==> config.mk <==
export PLATFORM = sky130hd
export DESIGN_NAME = radar_range_line_parser
export DESIGN_NICKNAME = d
export VERILOG_FILES = /design/src/design/rrlp_pkg.sv /design/src/design/radar_range_line_parser.sv
export SDC_FILE = /design/constraint.sdc
export NUM_CORES = 1
export LEC_CHECK = 0
export ABC_AREA = 1
export BUFFER_PORTS_ARGS = -buffer_cell sky130_fd_sc_hd__buf_2
export CORE_ASPECT_RATIO = 0.75
export CORE_MARGIN = 3
export CORE_UTILIZATION = 33
export CTS_BUF_LIST = sky130_fd_sc_hd__clkbuf_4 sky130_fd_sc_hd__clkbuf_8 sky130_fd_sc_hd__clkbuf_16
export DETAILED_ROUTE_END_ITERATION = 12
export MAX_ROUTING_LAYER = met4
export PLACE_DENSITY = 0.47
export SYNTH_ARGS = -nofsm -noshare
export SYNTH_HDL_FRONTEND = slang
export SYNTH_SLANG_ARGS = --single-unit
export TNS_END_PERCENT = 50
==> constraint.sdc <==
create_clock -name clk -period 9.4 [get_ports clk]
set_input_delay 0.47 -clock clk [delete_from_list [all_inputs] [get_ports clk]]
set_output_delay 0.47 -clock clk [all_outputs]
set_load 0.01 [all_outputs]
==> src/design/rrlp_pkg.sv <==
// rrlp_pkg: shared constants and helpers for the range line parser
// character codes, prefix text, number phase codes and default settings
// no dependencies

package rrlp_pkg;

    localparam int unsigned LINE_CAPACITY_DEF = 64;
    localparam int unsigned PREFIX_LEN        = 6;

    localparam logic [31:0] MIN_DISTANCE_RST = 32'd0;
    localparam logic [31:0] MAX_DISTANCE_RST = 32'd800;

    localparam logic [7:0] CHAR_CR    = 8'h0D;
    localparam logic [7:0] CHAR_LF    = 8'h0A;
    localparam logic [7:0] CHAR_SPACE = 8'h20;
    localparam logic [7:0] CHAR_TAB   = 8'h09;
    localparam logic [7:0] CHAR_VT    = 8'h0B;
    localparam logic [7:0] CHAR_FF    = 8'h0C;
    localparam logic [7:0] CHAR_PLUS  = 8'h2B;
    localparam logic [7:0] CHAR_MINUS = 8'h2D;
    localparam logic [7:0] CHAR_ZERO  = 8'h30;
    localparam logic [7:0] CHAR_NINE  = 8'h39;

    // number phase codes
    localparam logic [1:0] PH_BLANKS = 2'd0;
    localparam logic [1:0] PH_SIGN   = 2'd1;
    localparam logic [1:0] PH_DIGITS = 2'd2;
    localparam logic [1:0] PH_DONE   = 2'd3;

    // configuration register indexes
    localparam logic REG_MIN_DISTANCE = 1'b0;
    localparam logic REG_MAX_DISTANCE = 1'b1;

    // magnitude clamp value, 2^31
    localparam logic [31:0] MAG_LIMIT = 32'h8000_0000;

    typedef struct packed {
        logic signed [31:0] range_cm;
        logic               detecting;
        logic               state_changed;
    } result_t;

    // expected byte of the "Range " prefix at a given line position
    function automatic logic [7:0] prefix_char(input logic [2:0] idx);
        logic [7:0] c;
        unique case (idx)
            3'd0:    c = 8'h52; // R
            3'd1:    c = 8'h61; // a
            3'd2:    c = 8'h6E; // n
            3'd3:    c = 8'h67; // g
            3'd4:    c = 8'h65; // e
            3'd5:    c = 8'h20; // space
            default: c = 8'h00;
        endcase
        return c;
    endfunction

endpackage

==> src/design/radar_range_line_parser.sv <==
// radar_range_line_parser: byte-wise parser of "Range <n>" text lines
// checks the prefix, parses a saturating decimal number, range-checks on newline
// depends on rrlp_pkg
//
// an accepted byte is held in the input register and then parsed into the parser
// state; a newline's result is loaded into the output register as it is parsed
// throughput: one byte per cycle, set by the single registered parse stage; a
// newline waits only while the output register holds an untaken result
// reset: asynchronous, active low; clears parser state, detection state, valid
// flags and restores min_distance 0 and max_distance 800

module radar_range_line_parser
    import rrlp_pkg::*;
#(
    parameter int unsigned LINE_CAPACITY = LINE_CAPACITY_DEF
)
(
    input  logic        clk,
    input  logic        rst_n,

    // input byte stream
    input  logic        s_axis_tvalid,
    output logic        s_axis_tready,
    input  logic [7:0]  s_axis_tdata,   // [7:0] rx_byte

    // result stream
    output logic        m_axis_tvalid,
    input  logic        m_axis_tready,
    output logic [39:0] m_axis_tdata,   // [31:0] range_cm, [32] detecting,
                                        // [33] state_changed, [39:34] zero

    // configuration writes
    input  logic        cfg_valid,
    output logic        cfg_ready,
    input  logic        cfg_index,      // 0 min_distance, 1 max_distance
    input  logic [31:0] cfg_data
);

    localparam int unsigned POS_W = $clog2(LINE_CAPACITY);
    localparam logic [POS_W-1:0] POS_LAST   = POS_W'(LINE_CAPACITY - 1);
    localparam logic [POS_W-1:0] POS_PREFIX = POS_W'(PREFIX_LEN);

    // configuration
    logic signed [31:0] min_reg;
    logic signed [31:0] max_reg;

    // input register
    logic        in_valid_reg;
    logic [7:0]  byte_reg;

    // parser state
    logic [POS_W-1:0] pos_reg, pos_next;
    logic             prefix_ok_reg, prefix_ok_next;
    logic [1:0]       phase_reg, phase_next;
    logic             neg_reg, neg_next;
    logic [31:0]      mag_reg, mag_next;
    logic             sat_reg, sat_next;
    logic             det_reg, det_next;

    // output register
    logic    out_valid_reg, out_valid_next;
    result_t out_reg;
    result_t result;

    // control
    logic is_newline;
    logic is_digit;
    logic is_blank;
    logic out_free;
    logic proc;
    logic emit;

    // digit arithmetic
    logic [3:0]         digit_val;
    logic [34:0]        mag_times10;
    logic               mag_over;
    logic signed [31:0] line_value;
    logic               in_range;
    logic               line_ok;

    assign cfg_ready = 1'b1;

    always_ff @(posedge clk or negedge rst_n)
    begin
        if (!rst_n)
        begin
            min_reg <= MIN_DISTANCE_RST;
            max_reg <= MAX_DISTANCE_RST;
        end
        else if (cfg_valid)
        begin
            unique case (cfg_index)
                REG_MIN_DISTANCE: min_reg <= cfg_data;
                REG_MAX_DISTANCE: max_reg <= cfg_data;
                default:          ;
            endcase
        end
    end

    // a newline may only be parsed when the result slot is free or draining
    assign out_free      = !out_valid_reg || m_axis_tready;
    assign is_newline    = (byte_reg == CHAR_LF);
    assign proc          = in_valid_reg && (!is_newline || out_free);
    assign s_axis_tready = !in_valid_reg || proc;

    always_ff @(posedge clk or negedge rst_n)
    begin
        if (!rst_n)
        begin
            in_valid_reg <= 1'b0;
        end
        else if (s_axis_tready)
        begin
            in_valid_reg <= s_axis_tvalid;
        end
    end

    always_ff @(posedge clk)
    begin
        if (s_axis_tready && s_axis_tvalid)
        begin
            byte_reg <= s_axis_tdata;
        end
    end

    // byte classes
    assign is_digit  = (byte_reg >= CHAR_ZERO) && (byte_reg <= CHAR_NINE);
    assign is_blank  = (byte_reg == CHAR_SPACE) || (byte_reg == CHAR_TAB) ||
                       (byte_reg == CHAR_VT) || (byte_reg == CHAR_FF);
    assign digit_val = byte_reg[3:0];

    // magnitude * 10 + digit, clamped at 2^31
    assign mag_times10 = ({3'b000, mag_reg} << 3) + ({3'b000, mag_reg} << 1)
                       + {31'd0, digit_val};
    assign mag_over    = mag_times10 > {3'b000, MAG_LIMIT};

    // signed value of the line; a clamped magnitude is exactly 2^31
    always_comb
    begin
        if (neg_reg)
        begin
            line_value = -$signed(mag_reg);
        end
        else if (mag_reg[31])
        begin
            line_value = 32'sh7FFF_FFFF;
        end
        else
        begin
            line_value = $signed(mag_reg);
        end
    end

    assign in_range = (line_value >= min_reg) && (line_value <= max_reg);
    assign line_ok  = (pos_reg >= POS_PREFIX) && prefix_ok_reg && in_range;
    assign emit     = proc && is_newline && line_ok;

    assign result.range_cm      = line_value;
    assign result.detecting     = (line_value > 32'sd0);
    assign result.state_changed = (line_value > 32'sd0) != det_reg;

    // parser state update
    always_comb
    begin
        pos_next       = pos_reg;
        prefix_ok_next = prefix_ok_reg;
        phase_next     = phase_reg;
        neg_next       = neg_reg;
        mag_next       = mag_reg;
        sat_next       = sat_reg;
        det_next       = det_reg;

        if (proc && (byte_reg != CHAR_CR))
        begin
            priority if (is_newline || (pos_reg >= POS_LAST))
            begin
                // end of line or overflow: start a fresh line
                pos_next       = '0;
                prefix_ok_next = 1'b1;
                phase_next     = PH_BLANKS;
                neg_next       = 1'b0;
                mag_next       = '0;
                sat_next       = 1'b0;
                if (is_newline && line_ok)
                begin
                    det_next = result.detecting;
                end
            end
            else
            begin
                pos_next = pos_reg + POS_W'(1);
                if (pos_reg < POS_PREFIX)
                begin
                    if (byte_reg != prefix_char(pos_reg[2:0]))
                    begin
                        prefix_ok_next = 1'b0;
                    end
                end
                else
                begin
                    unique case (phase_reg)
                        PH_BLANKS:
                        begin
                            priority if (is_blank)
                            begin
                                phase_next = PH_BLANKS;
                            end
                            else if (byte_reg == CHAR_PLUS || byte_reg == CHAR_MINUS)
                            begin
                                neg_next   = (byte_reg == CHAR_MINUS);
                                phase_next = PH_SIGN;
                            end
                            else if (is_digit)
                            begin
                                phase_next = PH_DIGITS;
                                mag_next   = mag_over ? MAG_LIMIT : mag_times10[31:0];
                                sat_next   = sat_reg || mag_over;
                            end
                            else
                            begin
                                phase_next = PH_DONE;
                            end
                        end
                        PH_SIGN, PH_DIGITS:
                        begin
                            if (is_digit)
                            begin
                                phase_next = PH_DIGITS;
                                mag_next   = mag_over ? MAG_LIMIT : mag_times10[31:0];
                                sat_next   = sat_reg || mag_over;
                            end
                            else
                            begin
                                phase_next = PH_DONE;
                            end
                        end
                        PH_DONE:
                        begin
                            phase_next = PH_DONE;
                        end
                        default:
                        begin
                            phase_next = phase_reg;
                        end
                    endcase
                end
            end
        end
    end

    always_ff @(posedge clk or negedge rst_n)
    begin
        if (!rst_n)
        begin
            pos_reg       <= '0;
            prefix_ok_reg <= 1'b1;
            phase_reg     <= PH_BLANKS;
            neg_reg       <= 1'b0;
            mag_reg       <= '0;
            sat_reg       <= 1'b0;
            det_reg       <= 1'b0;
        end
        else
        begin
            pos_reg       <= pos_next;
            prefix_ok_reg <= prefix_ok_next;
            phase_reg     <= phase_next;
            neg_reg       <= neg_next;
            mag_reg       <= mag_next;
            sat_reg       <= sat_next;
            det_reg       <= det_next;
        end
    end

    // result register: loads on a passing newline, clears when taken
    always_comb
    begin
        out_valid_next = out_valid_reg;
        if (m_axis_tready)
        begin
            out_valid_next = 1'b0;
        end
        if (emit)
        begin
            out_valid_next = 1'b1;
        end
    end

    always_ff @(posedge clk or negedge rst_n)
    begin
        if (!rst_n)
        begin
            out_valid_reg <= 1'b0;
        end
        else
        begin
            out_valid_reg <= out_valid_next;
        end
    end

    always_ff @(posedge clk)
    begin
        if (emit)
        begin
            out_reg <= result;
        end
    end

    assign m_axis_tvalid = out_valid_reg;
    assign m_axis_tdata  = {6'b000000, out_reg.state_changed, out_reg.detecting,
                            out_reg.range_cm};

endmodule
==> results.toml <==
[status]
status = "complete, no violations"

[logic_synthesis]
synth_flop_cell = "dfrtp_1"
yosysSeqAreaShare_pct = 32.69
synthArstFlopShare_pct = 72.19
synth_edf_count = 42
syn-cell-area_um2 = 12220
yosysWarningCount = 0
synth_cell_types = 47
synth_compound_area_share_pct = 9.024
syn-mean-instance-area_um2 = 6.840
synthSimpleGateAreaFrac_pct = 31.56
syn_inst = 1786
synth-xor-area-share_pct = 1.147
synth_top_family_by_area = "simple AND/OR/NAND/NOR gates"
ys_ff_latch = 151
synthMuxAreaShare_pct = 0
synthAdderAreaFrac_pct = 14.57

[timing]
max_freq_ghz = 0.2008
post-route-min-period_ns = 4.979
rsz0062_at_grt = "no"
slew-limit-headroom_pct = 23.28
maxSlewViolCount = 0
fin_setup_tns_ns = 0
worstMarginPinSlew_ns = 1.147
worst_slack_ns = 4.421
fin_worst_skew_ns = 0.009482
fin_crit_sh_pct = 52.97
setup_viol = 0
finalHoldViolCount = 0

[job]
drv_cap = 0

[power_and_ir_drop]
p_total_mw = 3.854
switchingPower_mw = 1.833
clkPwrFrac_pct = 18.0
pwr-share-seq_pct = 23.2
power_density_nw_per_um2 = 281.7
peakVddDrop_v = 0.0001541
p_leak_nw = 7.645
switching_share_pct = 47.55
p_int_mw = 2.021
combinationalPowerShare_pct = 58.8

[placement]
hpwl_mm = 29.28
io_buffers = 81
dp_slack_ns = 4.468
gp_congestion = 0.8966

[clock_tree]
cts_root_buffer = "clkbuf_16"
cts_resized = 0
cts_hold_buf = 0
clk_latency_ns = 0.45
clock-sinks = 151
htreeDepth = 4
clock_path_buffers = 2
clk_pin_slew_worst_paths_ns = 0.07
cts_tree = "built"
cts_buffers = 17
cts_setup_buffers = 0

[finish]
areaGrowthSynthToFinish_pct = 12.00
fin_nets = 2043
fillers = 3945
largest_reg_flops = 34
drive_gt1_share_pct = 7.598
diodes = 0

[critical_path]
reg2reg_slack_ns = 4.42
crit_slowest_cell = "nor2_4"
cp_max_fo = 36
cpMostUsedCell = "nand2_1"
crit_chain = "inv_1 -> ha_1 -> nand2_1 -> nor2_2 -> nand4_1 -> nand2_1 -> nand3_1 -> nand2_1 -> inv_1 -> ha_1 -> nand2_1 -> nor2_1 -> nor3b_1 -> and3_1 -> nand4_1 -> nand3_1 -> nand3_1 -> nor2_4"
path_class = "reg -> reg"
r2r-start = "mag_reg[0]"
critPathLaunchType = "flop"
crit_buf_inv = 2
critPathArrivalTime_ns = 5.04
crit_path_max_incr_delay_ns = 0.86
rr_worst_depth = 18
crit_path_end_kind = "flop"
reg2reg_to = "m_axis_tdata[12]"
worstPathRequired_ns = 9.46
crit_family = "simple AND/OR/NAND/NOR gates"

[routing]
drc = 0
wirelength_mm = 36.48
final_antenna_net_count = 0
vias = 11210
drt_iter0_markers = 882
routedWlPerCell_um = 15.42
viasPerCell = 4.742
drt_pre_antenna_iters = 5

[global_routing]
grt.total_usage_pct = 19.24
antenna_found_initial = 0
grt_overflow = 0
grt_max_degree = 65
grt_pass1_vias = 10480
grt_pass1_wl_mm = 58.89

[min_path]
hold_class = "in -> async"

[floorplanning]
die-area_um2 = 39390
core_um2 = 36180
num_io_pins = 89
rows = 60
initial_core_util_pct = 33.76
die_h_um = 172.6
die_w_um = 228.2
-- synthesized netlist by cell type (all sizes together), types with 3 or more instances --
cell    number  area, µm²
a21o         3      22.52
a21oi       74      381.6
buf         22      140.1
clkbuf      16      60.06
dfrtp      105       2628
dfstp        4      105.1
edfxtp      42       1261
ha         139       1739
inv        303       1137
nand2      581       2183
nand3      129      650.6
nand3b      13      97.59
nand4       27      175.2
nor2       162      623.1
nor3        10      60.06
nor4         4      25.02
o21a         4      30.03
o21ai      107      539.3
o21bai       4      30.03
o22ai        3      18.77
xnor2        6      52.55
xor2        10      87.58
-- worst register-to-register path, cell delays in order, from the launching register on --
cell     delay, ns
dfrtp_1       0.42
inv_1         0.18
ha_1          0.27
nand2_1       0.14
nor2_2        0.35
nand4_1       0.21
nand2_1       0.19
nand3_1       0.10
nand2_1       0.10
inv_1         0.07
ha_1          0.27
nand2_1       0.07
nor2_1        0.13
nor3b_1       0.39
and3_1        0.30
nand4_1       0.18
nand3_1       0.18
nand3_1       0.16
nor2_4        0.86
-- metrics by stage --
stage / cells / hold slack (ns) / cell area (µm²) / utilization (%)
finish: 2365 / 0.06762 / 13680 / 37.81
global route: 2365 / 0.1090 / 13680 / 37.81
CTS: 2365 / 0.08663 / 13680 / 37.81
detailed placement: 2333 / 0.4517 / 13100 / 36.20
global placement: 2333 / 0.4499 / 13100 / 36.20
floorplan: 1791 / 0.1744 / 12230 / -
-- layout by cell type, fill, tap and decap left out, drive strengths merged, types with 2 or more instances in the layout --
cell and instances:
edfxtp 42, o21a 4, dfrtp 105, nor4 4
nand3 129, o21ai 107, nor3 10, clkinv 5
buf 84, xor2 10, o22ai 3, clkbuf 25
a21o 3, nand3b 13, inv 304, a31oi 2
o21bai 4, xnor2 6, and3 2, ha 139
nor2 162, nand4 27, dfstp 4, nand2 581
nor3b 2, a21oi 74, conb 7, fa 2
-- area by class of cell --
type,instances,area [µm²],share of cell area (%)
Tap cell,496,620.6,4.536
Sequential cell,151,3994,29.19
Clock buffer,25,515.5,3.768
Timing Repair Buffer,84,430.4,3.146
Inverter,303,1137,8.313
Multi-Input combinational cell,1299,6915,50.54
Clock inverter,7,68.82,0.5030
-- logic make-up after synthesis --
logic type | after synthesis
simple gates | 932
fa+ha+maj | 141
flops | 151
other cells | 2
xor+xnor | 16
compound gates | 203
buf+inv | 341
-- routing by layer --
metal | routed length, µm | track usage, % | vias up
li1 | - | - | 5823
met4 | 301 | 3.601 | 0
met2 | 14170 | 25.56 | 208
met3 | 1425 | 2.750 | 25
met5 | 0 | - | -
met1 | 20580 | 30.48 | 5158
-- power by group through the flow --
stage | combinational [mW] | sequential (mW) | clock, mW
floorplan | 1.68 | 0.876 | 0
global placement | 2.26 | 0.905 | 0
detailed placement | 2.27 | 0.905 | 0
CTS | 2.29 | 0.893 | 0.708
global route | 2.66 | 0.905 | 0.741
finish | 2.27 | 0.893 | 0.693
-- how the worst max path moves through the flow --
| stage | from | to | slack [ns] | cells past startpoint |
|---|---|---|---|---|
| CTS | mag_reg[0] | m_axis_tdata[6] | 4.42 | 18 |
| global route | mag_reg[0] | m_axis_tdata[12] | 4.00 | 18 |
| finish | mag_reg[0] | m_axis_tdata[12] | 4.42 | 18 |
| global placement | mag_reg[0] | m_axis_tdata[6] | 4.64 | 18 |
| detailed placement | mag_reg[0] | m_axis_tdata[6] | 4.47 | 18 |
| floorplan | mag_reg[0] | m_axis_tdata[0] | 4.73 | 20 |
Note: power is estimated with default switching activity, not from simulation.
